**src/rtl/core/assert_macros.svh**
```systemverilog
// assertion macros shared by the link receiver rtl
// expects clk and rst_n in the scope of each use
`ifndef ASSERT_MACROS_SVH
`define ASSERT_MACROS_SVH

// same-cycle implication, off during reset
`define FLR_ASSERT_IMP(lbl, cond, prop) \
  lbl: assert property (@(posedge clk) disable iff (!rst_n) (cond) |-> (prop)) \
    else $error("flr assertion failed");

// next-cycle implication, off during reset
`define FLR_ASSERT_NXT(lbl, cond, prop) \
  lbl: assert property (@(posedge clk) disable iff (!rst_n) (cond) |=> (prop)) \
    else $error("flr assertion failed");

`endif

```
**src/rtl/core/flr_pkg.sv**
```systemverilog
// shared types and constants for the framed link receiver
// no dependencies
package flr_pkg;

  localparam int FRAME_BYTES_DEF  = 132;
  localparam int PAGE_BYTES_DEF   = 128;
  localparam int ADDRESS_BITS_DEF = 23;
  localparam int QUEUE_DEPTH      = 4;

  localparam int POS_W  = 8;
  localparam int PAGE_W = 16;

  typedef logic [3:0] ev_t;
  typedef logic [1:0] mode_t;

  // control characters
  localparam logic [7:0] CH_NUL = 8'h00;
  localparam logic [7:0] CH_SOH = 8'h01;
  localparam logic [7:0] CH_ETX = 8'h03;
  localparam logic [7:0] CH_EOT = 8'h04;
  localparam logic [7:0] CH_ENQ = 8'h05;
  localparam logic [7:0] CH_FF  = 8'h0C;
  localparam logic [7:0] CH_DLE = 8'h10;
  localparam logic [7:0] CH_FS  = 8'h1C;

  // result event codes
  localparam ev_t EV_ACK    = 4'd0;
  localparam ev_t EV_UP     = 4'd1;
  localparam ev_t EV_DOWN   = 4'd2;
  localparam ev_t EV_ERASE  = 4'd3;
  localparam ev_t EV_CBYTE  = 4'd4;
  localparam ev_t EV_CEND   = 4'd5;
  localparam ev_t EV_DBYTE  = 4'd6;
  localparam ev_t EV_COMMIT = 4'd7;
  localparam ev_t EV_REJECT = 4'd8;
  localparam ev_t EV_SEND   = 4'd9;

  // link modes
  localparam mode_t MODE_WAIT   = 2'd0;
  localparam mode_t MODE_INTER  = 2'd1;
  localparam mode_t MODE_STREAM = 2'd2;

  // trailer progress
  localparam logic [1:0] TRAIL_IDLE = 2'd0;
  localparam logic [1:0] TRAIL_FS   = 2'd1;
  localparam logic [1:0] TRAIL_FF   = 2'd2;

  // one classified byte: up to two results, payload shared
  typedef struct packed {
    ev_t              ev0;
    ev_t              ev1;
    logic             two;
    logic [7:0]       value;
    logic [POS_W-1:0] index;
    logic             ok;
  } flr_entry_t;

endpackage

```
**src/rtl/core/framed_link_receiver.sv**
```systemverilog
// framed link receiver, one received byte per request on the input side
// each result goes through the queue, then the output register; a pair leaves one at a time
// throughput: one byte per cycle while the queue has room; results leave one per cycle,
// set by the output register, while out_ready is high; a 4-entry queue absorbs bursts
// reset: synchronous active-low; link waiting, page one, queue and output empty
`include "assert_macros.svh"

module framed_link_receiver import flr_pkg::*; #(
  parameter int FRAME_BYTES  = FRAME_BYTES_DEF,
  parameter int PAGE_BYTES   = PAGE_BYTES_DEF,
  parameter int ADDRESS_BITS = ADDRESS_BITS_DEF
) (
  input  logic                    clk,
  input  logic                    rst_n,
  input  logic                    in_valid,
  output logic                    in_ready,
  input  logic [7:0]              in_rx_byte,
  output logic                    out_valid,
  input  logic                    out_ready,
  output logic [3:0]              out_event_res,
  output logic [7:0]              out_value,
  output logic [7:0]              out_frame_index,
  output logic [ADDRESS_BITS-1:0] out_flash_address,
  output logic                    out_frame_ok,
  output logic                    out_last
);

  localparam int ENTRY_W = $bits(flr_entry_t);
  localparam int Q_W     = ENTRY_W + ADDRESS_BITS;

  logic                    push;
  flr_entry_t              push_entry;
  logic [ADDRESS_BITS-1:0] push_addr;
  logic                    q_full;
  logic                    q_empty;
  logic                    pop;
  logic [Q_W-1:0]          q_rd;
  flr_entry_t              head_entry;
  logic [ADDRESS_BITS-1:0] head_addr;
  logic                    pair_head;

  flr_front #(
    .FRAME_BYTES  (FRAME_BYTES),
    .PAGE_BYTES   (PAGE_BYTES),
    .ADDRESS_BITS (ADDRESS_BITS)
  ) u_front (
    .clk        (clk),
    .rst_n      (rst_n),
    .in_valid   (in_valid),
    .in_ready   (in_ready),
    .in_rx_byte (in_rx_byte),
    .q_full     (q_full),
    .push       (push),
    .push_entry (push_entry),
    .push_addr  (push_addr)
  );

  flr_queue #(
    .WIDTH (Q_W),
    .DEPTH (QUEUE_DEPTH)
  ) u_queue (
    .clk     (clk),
    .rst_n   (rst_n),
    .wr_en   (push),
    .wr_data ({push_entry, push_addr}),
    .rd_en   (pop),
    .rd_data (q_rd),
    .full    (q_full),
    .empty   (q_empty)
  );

  assign head_entry = q_rd[Q_W-1:ADDRESS_BITS];
  assign head_addr  = q_rd[ADDRESS_BITS-1:0];

  flr_back #(
    .ADDRESS_BITS (ADDRESS_BITS)
  ) u_back (
    .clk               (clk),
    .rst_n             (rst_n),
    .q_empty           (q_empty),
    .head_entry        (head_entry),
    .head_addr         (head_addr),
    .pop               (pop),
    .out_valid         (out_valid),
    .out_ready         (out_ready),
    .out_event_res     (out_event_res),
    .out_value         (out_value),
    .out_frame_index   (out_frame_index),
    .out_flash_address (out_flash_address),
    .out_frame_ok      (out_frame_ok),
    .out_last          (out_last)
  );

  // events that can open a pair of results
  assign pair_head = (out_event_res == EV_UP) || (out_event_res == EV_CBYTE) ||
                     (out_event_res == EV_ERASE) || (out_event_res == EV_ACK) ||
                     (out_event_res == EV_COMMIT) || (out_event_res == EV_SEND);

  // classifier never writes into a full queue
  `FLR_ASSERT_IMP(a_no_overflow, push, !q_full)
  // an idle byte leaves nothing behind
  `FLR_ASSERT_IMP(a_zero_silent, in_valid && in_ready && in_rx_byte == CH_NUL, !push)
  // only the opening result of a pair may come without last
  `FLR_ASSERT_IMP(a_pair_first, out_valid && !out_last, pair_head)
  // the second half of a pair is never dropped while the first is taken
  `FLR_ASSERT_NXT(a_pair_follows, out_valid && out_ready && !out_last, out_valid)

endmodule

```
**src/rtl/core/flr_queue.sv**
```systemverilog
// small fifo between the classifier and the result sequencer
// depends on nothing but its parameters
module flr_queue #(
  parameter int WIDTH = 8,
  parameter int DEPTH = 4
) (
  input  logic             clk,
  input  logic             rst_n,
  input  logic             wr_en,
  input  logic [WIDTH-1:0] wr_data,
  input  logic             rd_en,
  output logic [WIDTH-1:0] rd_data,
  output logic             full,
  output logic             empty
);

  localparam int PTR_W = (DEPTH > 1) ? $clog2(DEPTH) : 1;
  localparam int CNT_W = $clog2(DEPTH + 1);
  localparam logic [PTR_W-1:0] PTR_LAST = PTR_W'(DEPTH - 1);
  localparam logic [CNT_W-1:0] CNT_FULL = CNT_W'(DEPTH);

  logic [WIDTH-1:0] mem [DEPTH];
  logic [PTR_W-1:0] wr_ptr_r, wr_ptr_nxt;
  logic [PTR_W-1:0] rd_ptr_r, rd_ptr_nxt;
  logic [CNT_W-1:0] count_r, count_nxt;
  logic             do_wr, do_rd;

  assign full    = (count_r == CNT_FULL);
  assign empty   = (count_r == '0);
  assign do_wr   = wr_en && !full;
  assign do_rd   = rd_en && !empty;
  assign rd_data = mem[rd_ptr_r];

  always_comb begin
    wr_ptr_nxt = wr_ptr_r;
    rd_ptr_nxt = rd_ptr_r;
    count_nxt  = count_r;
    if (do_wr) begin
      wr_ptr_nxt = (wr_ptr_r == PTR_LAST) ? '0 : wr_ptr_r + PTR_W'(1);
    end
    if (do_rd) begin
      rd_ptr_nxt = (rd_ptr_r == PTR_LAST) ? '0 : rd_ptr_r + PTR_W'(1);
    end
    if (do_wr && !do_rd) begin
      count_nxt = count_r + CNT_W'(1);
    end else if (do_rd && !do_wr) begin
      count_nxt = count_r - CNT_W'(1);
    end
  end

  always_ff @(posedge clk) begin
    if (!rst_n) begin
      wr_ptr_r <= '0;
      rd_ptr_r <= '0;
      count_r  <= '0;
    end else begin
      wr_ptr_r <= wr_ptr_nxt;
      rd_ptr_r <= rd_ptr_nxt;
      count_r  <= count_nxt;
    end
  end

  always_ff @(posedge clk) begin
    if (do_wr) begin
      mem[wr_ptr_r] <= wr_data;
    end
  end

endmodule

```
**src/rtl/core/flr_front.sv**
```systemverilog
// byte classifier: link state, frame tracking and page addressing
// depends on flr_pkg
module flr_front import flr_pkg::*; #(
  parameter int FRAME_BYTES  = FRAME_BYTES_DEF,
  parameter int PAGE_BYTES   = PAGE_BYTES_DEF,
  parameter int ADDRESS_BITS = ADDRESS_BITS_DEF
) (
  input  logic                    clk,
  input  logic                    rst_n,
  input  logic                    in_valid,
  output logic                    in_ready,
  input  logic [7:0]              in_rx_byte,
  input  logic                    q_full,
  output logic                    push,
  output flr_entry_t              push_entry,
  output logic [ADDRESS_BITS-1:0] push_addr
);

  localparam logic [POS_W-1:0]        POS_LAST   = POS_W'(FRAME_BYTES - 1);
  localparam logic [POS_W-1:0]        DATA_FIRST = POS_W'(3);
  localparam logic [POS_W-1:0]        DATA_LAST  = POS_W'(PAGE_BYTES + 1);
  localparam logic [POS_W-1:0]        POS_SEQ    = POS_W'(1);
  localparam logic [ADDRESS_BITS-1:0] PAGE_STEP  = ADDRESS_BITS'(PAGE_BYTES);

  mode_t                   mode_r, mode_nxt;
  logic                    in_frame_r, in_frame_nxt;
  logic [POS_W-1:0]        pos_r, pos_nxt;
  logic                    seq_r, seq_nxt;
  logic [PAGE_W-1:0]       page_r, page_nxt;
  logic [ADDRESS_BITS-1:0] base_r, base_nxt;
  logic [1:0]              trail_r, trail_nxt;

  logic             fire;
  logic             seq_eff;
  logic [POS_W-1:0] pos_inc;
  logic [POS_W-1:0] data_off;

  assign in_ready = !q_full;
  assign fire     = in_valid && in_ready && (in_rx_byte != CH_NUL);
  assign seq_eff  = seq_r || (pos_r == POS_SEQ);
  assign pos_inc  = pos_r + POS_W'(1);
  assign data_off = pos_r - DATA_FIRST;

  always_comb begin
    mode_nxt     = mode_r;
    in_frame_nxt = in_frame_r;
    pos_nxt      = pos_r;
    seq_nxt      = seq_r;
    page_nxt     = page_r;
    base_nxt     = base_r;
    trail_nxt    = trail_r;
    push         = 1'b0;
    push_entry   = '0;
    push_addr    = '0;

    if (fire) begin
      case (mode_r)
        MODE_INTER: begin
          if (in_frame_r) begin
            seq_nxt          = seq_eff;
            push             = 1'b1;
            push_entry.ev0   = EV_CBYTE;
            push_entry.value = in_rx_byte;
            push_entry.index = pos_r;
            if (in_rx_byte == CH_ETX || pos_r >= POS_LAST) begin
              push_entry.two = 1'b1;
              push_entry.ev1 = EV_CEND;
              push_entry.ok  = (in_rx_byte == CH_ETX) && seq_eff;
              in_frame_nxt   = 1'b0;
              pos_nxt        = '0;
            end else begin
              pos_nxt = pos_inc;
            end
          end else if (in_rx_byte == CH_SOH) begin
            in_frame_nxt     = 1'b1;
            seq_nxt          = 1'b0;
            pos_nxt          = POS_W'(1);
            push             = 1'b1;
            push_entry.ev0   = EV_CBYTE;
            push_entry.value = in_rx_byte;
          end else if (in_rx_byte == CH_DLE) begin
            page_nxt       = PAGE_W'(1);
            base_nxt       = '0;
            trail_nxt      = TRAIL_IDLE;
            pos_nxt        = '0;
            mode_nxt       = MODE_STREAM;
            push           = 1'b1;
            push_entry.ev0 = EV_ERASE;
            push_entry.ev1 = EV_ACK;
            push_entry.two = 1'b1;
          end else if (in_rx_byte == CH_EOT) begin
            pos_nxt        = '0;
            mode_nxt       = MODE_WAIT;
            push           = 1'b1;
            push_entry.ev0 = EV_ACK;
            push_entry.ev1 = EV_DOWN;
            push_entry.two = 1'b1;
          end
        end
        MODE_STREAM: begin
          if (in_frame_r) begin
            seq_nxt = seq_eff;
            if (pos_r >= POS_LAST) begin
              push         = 1'b1;
              in_frame_nxt = 1'b0;
              pos_nxt      = '0;
              if (in_rx_byte == CH_ETX && seq_eff) begin
                push_entry.ev0 = EV_COMMIT;
                push_entry.ev1 = EV_ACK;
                push_entry.two = 1'b1;
                push_entry.ok  = 1'b1;
                push_addr      = base_r;
                page_nxt       = page_r + PAGE_W'(1);
                // page number wraps to zero, whose base sits one page below zero
                if (page_r == '1) begin
                  base_nxt = '0 - PAGE_STEP;
                end else begin
                  base_nxt = base_r + PAGE_STEP;
                end
              end else begin
                push_entry.ev0 = EV_REJECT;
              end
            end else begin
              pos_nxt = pos_inc;
              if (pos_r >= DATA_FIRST && pos_r <= DATA_LAST) begin
                push             = 1'b1;
                push_entry.ev0   = EV_DBYTE;
                push_entry.value = in_rx_byte;
                push_entry.index = pos_r;
                push_addr        = base_r + ADDRESS_BITS'(data_off);
              end
            end
          end else if (trail_r == TRAIL_FS) begin
            trail_nxt = (in_rx_byte == CH_FF) ? TRAIL_FF : TRAIL_IDLE;
          end else if (trail_r == TRAIL_FF) begin
            trail_nxt = TRAIL_IDLE;
            if (in_rx_byte == CH_EOT) begin
              mode_nxt       = MODE_INTER;
              page_nxt       = PAGE_W'(1);
              base_nxt       = '0;
              push           = 1'b1;
              push_entry.ev0 = EV_SEND;
              push_entry.ev1 = EV_ACK;
              push_entry.two = 1'b1;
            end
          end else if (in_rx_byte == CH_SOH) begin
            trail_nxt    = TRAIL_IDLE;
            in_frame_nxt = 1'b1;
            seq_nxt      = 1'b0;
            pos_nxt      = POS_W'(1);
          end else if (in_rx_byte == CH_FS) begin
            trail_nxt = TRAIL_FS;
          end else begin
            trail_nxt = TRAIL_IDLE;
          end
        end
        default: begin
          // waiting, and the unused mode code behaves the same
          if (in_rx_byte == CH_ENQ) begin
            mode_nxt       = MODE_INTER;
            in_frame_nxt   = 1'b0;
            pos_nxt        = '0;
            push           = 1'b1;
            push_entry.ev0 = EV_UP;
            push_entry.ev1 = EV_ACK;
            push_entry.two = 1'b1;
          end
        end
      endcase
    end
  end

  always_ff @(posedge clk) begin
    if (!rst_n) begin
      mode_r     <= MODE_WAIT;
      in_frame_r <= 1'b0;
      pos_r      <= '0;
      seq_r      <= 1'b0;
      page_r     <= PAGE_W'(1);
      base_r     <= '0;
      trail_r    <= TRAIL_IDLE;
    end else begin
      mode_r     <= mode_nxt;
      in_frame_r <= in_frame_nxt;
      pos_r      <= pos_nxt;
      seq_r      <= seq_nxt;
      page_r     <= page_nxt;
      base_r     <= base_nxt;
      trail_r    <= trail_nxt;
    end
  end

endmodule

```
**src/rtl/core/flr_back.sv**
```systemverilog
// result sequencer: splits queued entries into single results
// depends on flr_pkg
module flr_back import flr_pkg::*; #(
  parameter int ADDRESS_BITS = ADDRESS_BITS_DEF
) (
  input  logic                    clk,
  input  logic                    rst_n,
  input  logic                    q_empty,
  input  flr_entry_t              head_entry,
  input  logic [ADDRESS_BITS-1:0] head_addr,
  output logic                    pop,
  output logic                    out_valid,
  input  logic                    out_ready,
  output logic [3:0]              out_event_res,
  output logic [7:0]              out_value,
  output logic [7:0]              out_frame_index,
  output logic [ADDRESS_BITS-1:0] out_flash_address,
  output logic                    out_frame_ok,
  output logic                    out_last
);

  logic                    valid_r, valid_nxt;
  logic                    phase_r, phase_nxt;
  ev_t                     ev_r;
  logic [7:0]              value_r;
  logic [POS_W-1:0]        index_r;
  logic [ADDRESS_BITS-1:0] addr_r;
  logic                    ok_r;
  logic                    last_r;

  logic load;
  logic last_sel;
  ev_t  ev_sel;
  logic has_byte;
  logic has_addr;
  logic has_ok;

  assign load     = !q_empty && (!valid_r || out_ready);
  assign last_sel = phase_r || !head_entry.two;
  assign ev_sel   = phase_r ? head_entry.ev1 : head_entry.ev0;
  assign pop      = load && last_sel;
  assign has_byte = (ev_sel == EV_CBYTE) || (ev_sel == EV_DBYTE);
  assign has_addr = (ev_sel == EV_DBYTE) || (ev_sel == EV_COMMIT);
  assign has_ok   = (ev_sel == EV_CEND) || (ev_sel == EV_COMMIT);

  always_comb begin
    phase_nxt = phase_r;
    valid_nxt = valid_r;
    if (load) begin
      phase_nxt = !last_sel;
      valid_nxt = 1'b1;
    end else if (out_ready) begin
      valid_nxt = 1'b0;
    end
  end

  always_ff @(posedge clk) begin
    if (!rst_n) begin
      valid_r <= 1'b0;
      phase_r <= 1'b0;
    end else begin
      valid_r <= valid_nxt;
      phase_r <= phase_nxt;
    end
  end

  always_ff @(posedge clk) begin
    if (load) begin
      ev_r    <= ev_sel;
      value_r <= has_byte ? head_entry.value : 8'd0;
      index_r <= has_byte ? head_entry.index : '0;
      addr_r  <= has_addr ? head_addr : '0;
      ok_r    <= has_ok && head_entry.ok;
      last_r  <= last_sel;
    end
  end

  assign out_valid         = valid_r;
  assign out_event_res     = ev_r;
  assign out_value         = value_r;
  assign out_frame_index   = index_r;
  assign out_flash_address = addr_r;
  assign out_frame_ok      = ok_r;
  assign out_last          = last_r;

endmodule
```
**config.mk**
```make
export PLATFORM = sky130hd
export DESIGN_NAME = framed_link_receiver
export DESIGN_NICKNAME = d
export VERILOG_FILES = /design/src/rtl/core/flr_pkg.sv /design/src/rtl/core/framed_link_receiver.sv /design/src/rtl/core/flr_queue.sv /design/src/rtl/core/flr_front.sv /design/src/rtl/core/flr_back.sv
export VERILOG_INCLUDE_DIRS = /design/src /design/src/rtl/core
export SDC_FILE = /design/constraint.sdc
export NUM_CORES = 1
export LEC_CHECK = 0
export ABC_AREA = 1
export BUFFER_PORTS_ARGS = -buffer_cell sky130_fd_sc_hd__buf_4
export CAP_MARGIN = 15
export CORE_MARGIN = 5
export CORE_UTILIZATION = 56
export CTS_CLUSTER_DIAMETER = 150
export CTS_CLUSTER_SIZE = 12
export DETAILED_ROUTE_END_ITERATION = 8
export PLACE_DENSITY = 0.78
export REMOVE_ABC_BUFFERS = 1
export SLEW_MARGIN = 25
export SYNTH_ARGS = -nofsm -noshare
export SYNTH_HDL_FRONTEND = slang
export SYNTH_SLANG_ARGS = --single-unit
```
**constraint.sdc**
```tcl
create_clock -name clk -period 4.23 [get_ports clk]
set_clock_uncertainty 0.15 [all_clocks]
set_input_delay 0.2115 -clock clk [delete_from_list [all_inputs] [get_ports clk]]
set_output_delay 0.2115 -clock clk [all_outputs]
set_load 0.05 [all_outputs]
```
==> flow_summary_export.csv <==
group,metric,value,unit
run_status,status,"finished, final reports clean",
yosys,ys.flop_type,"edfxtp_1",
placed_design,dp_cells,1698,
grt,grt_pass1_vias,9242,
finish,fillers,1894,
grt,antenna_found_initial,0,
power,power_density,573,nW/um^2
grt,grt_pass1_wl,47.9,mm
min_path,hp-class,"in -> reg",
clocking,clock_latency,540,ps
finish,seq_area,8140,um^2
grt,track_usage,0.224,
finish,diodes,0,
finish,utilization,0.638,
yosys,synth-edff-count,233,
power,ir_drop,0.328,mV
yosys,yosys_warnings,0,
power,p_leak,5.24,nW
sta,rsz0062_at_grt,"no",
floorplanning,io_pins,59,
floorplanning,std_cell_rows,56,
sta,tightest_slew,785,ps
worst_setup_path,critPathKind,"reg -> reg",
drt,drc_errors,0,
finish,finalNetCount,1447,
drt,wirelength,30.2,mm
drt,routedWlPerCell,17.2,um
finish,final_common_cell,"nor2_1",
worst_setup_path,critPathArrivalTime,3660,ps
grt,grt_max_degree,63,
clocking,cts_setup_buffers,0,
clocking,clockBufferDepth,3,
yosys,synthDistinctLibCells,50,
floorplanning,start_util,0.567,
worst_setup_path,path_max_fanout,16,
floorplanning,die-area,26900,um^2
drt,first_iter_violations,866,
floorplanning,floorplan.core_area,23400,um^2
sta,fmax,295,MHz
sta,fin_crit_sh,0.801,
yosys,synth_seq_area_share,0.614,
finish,design_area,14900,um^2
yosys,netlist_instances,1357,
yosys,synthesis.area,13300,um^2
worst_setup_path,end_kind,"register",
sta,setup_viol_count_final,0,
placed_design,hpwl,19.5,mm
yosys,ys_ff_latch,290,
sta,max_slew_margin,0.476,
job,cap_viol_max_count,0,
floorplanning,chipWidth,164,um
yosys,syn_avg_cell_area,9.77,um^2
clocking,clk_pin_slew,60,ps
placed_design,place_congestion,0.925,
worst_setup_path,crit_required,4500,ps
drt,route.vias.total,9711,
clocking,postCtsResizedCells,0,
yosys,synthArstFlopShare,0,
floorplanning,die_h,164,um
grt,grt-ovfl-total,0,
sta,report.final.slew_viol_count,0,
placed_design,dp_slack,874,ps
finish,areaGrowthSynthToFinish,12.6,%
clocking,cts_tree,"built",
clocking,cts_buffers,28,
placed_design,portBuffers,58,
drt,via_per_inst,5.52,
drt,drtPass1Iterations,7,
placed_design,placed_area,14000,um^2
sta,fin_ws,841,ps
finish,layoutNonFillerInstCount,1758,
drt,drtAntennaViolNets,0,
clocking,clkSinkCount,290,
worst_setup_path,setup.worst_path.start_class,"register",
finish,drive_gt1_frac,0.106,
clocking,ctsHtreeMaxLevel,1,
sta,finalHoldViolCount,0,
clocking,clockRootBuffer,"clkbuf_16",
sta,fin_crit,3390,ps
finish,final_cell_mix,"266 x nor2_1, 233 x edfxtp_1, 175 x nand2_1",
finish,multiInputGateArea,4480,um^2
[cells in the mapped netlist (all sizes together) (2+ instances only)]
cell | number | area (um^2)
inv | 110 | 413
a21oi | 110 | 551
nor2 | 282 | 1120
clkbuf | 28 | 105
nor3 | 40 | 205
ha | 16 | 200
edfxtp | 233 | 7000
o211ai | 2 | 15.0
o21bai | 3 | 22.5
o22ai | 4 | 25.0
buf | 28 | 169
xor2 | 22 | 193
xnor2 | 4 | 35.0
dfxtp | 57 | 1140
a31oi | 3 | 18.8
nand3 | 57 | 295
o21ai | 140 | 742
a22oi | 2 | 15.0
nand4 | 15 | 100
a32o | 2 | 20.0
nand2 | 181 | 699
a211oi | 5 | 62.6
[metrics by stage]
step | setup TNS (ps) | total power, mW | hold slack [ps]
finish | 0 | 8.55 | 2.96
global route | 0 | 8.95 | 28.7
CTS | 0 | 8.60 | 7.06
detailed placement | 0 | 6.33 | 311
global placement | 0 | 6.27 | 300
floorplan | -21320 | 5.47 | 146
[worst max-delay path: stages (launching register included)]
cell and delay (ps):
dfxtp_1 320, inv_1 60, ha_1 270, inv_1 300, nor2_1 210, inv_1 70
o21ai_0 150, inv_1 70, nand4_1 80, nand2_1 270, inv_1 190, ha_1 160
inv_1 70, fa_1 430, a21oi_1 140, o21ai_0 110, o21ai_0 150, a21oi_1 60
[layer usage]
layer	GRT usage	up-vias	routed length, um
met5	0	-	0
li1	-	4744	-
met3	0.0256	39	1800
met2	0.376	306	14500
met1	0.313	4622	13300
met4	0.0602	0	539
[report_power, final]
| group | switching, mW | internal, mW | leakage (nW) |
|---|---|---|---|
| sequential | 0.126 | 3.49 | 2.54 |
| combinational | 2.00 | 0.655 | 2.31 |
| clock | 1.00 | 1.28 | 0.388 |
[flip-flops by register name, indices dropped and copies added, names as in the netlist, 3 cells and up, named ones only]
| register | flops |
|---|---|
| u_queue.mem | 188 |
| u_queue.count_r | 3 |
| u_back.out_value | 8 |
| u_back.out_flash_address | 23 |
| u_back.out_frame_index | 8 |
| u_back.out_event_res | 4 |
| u_front.page_r | 16 |
| u_front.pos_r | 8 |
| u_front.base_r | 16 |
[logic make-up (layout without fill, tap and decap cells)]
group / after synthesis / after routing / share of synthesized area
AO/OA/AOI/OAI: 278 / 278 / 0.116
XOR/XNOR: 26 / 26 / 0.0172
adder cells (fa/ha/maj): 17 / 17 / 0.0166
buffers and inverters: 166 / 248 / 0.0518
flip-flops: 290 / 290 / 0.614
other: 1 / 1 / 0.000283
AND/OR/NAND/NOR: 579 / 579 / 0.185
[worst paths after layout]
kind              slack [ps]  cells after the start               from            endpoint
setup / recovery         840                     17  u_front.mode_r[0]  u_queue.count_r[2]
hold / removal             3                      3      in_rx_byte[2]  u_queue.mem[3][34]
setup reg to reg         840                     17  u_front.mode_r[0]  u_queue.count_r[2]
hold reg to reg          320                      2      u_front.seq_r       u_front.seq_r
[layout make-up]
| cell class | count | area share |
|---|---|---|
| inverters | 110 | 0.0277 |
| flip-flops and latches | 290 | 0.546 |
| repair buffers | 87 | 0.0453 |
| multi-input cells | 901 | 0.300 |
| clock buffers | 50 | 0.0539 |
| clock inverters | 1 | 0.000755 |
| well taps | 319 | 0.0267 |
[what timing repair did]
item | 4_1_cts | 5_1_grt
endpoints found under the hold margin | 51 | 0
setup endpoints to repair | 0 | 0
hold buffers | 9 | 0
Note: power is estimated with default switching activity, not from simulation.
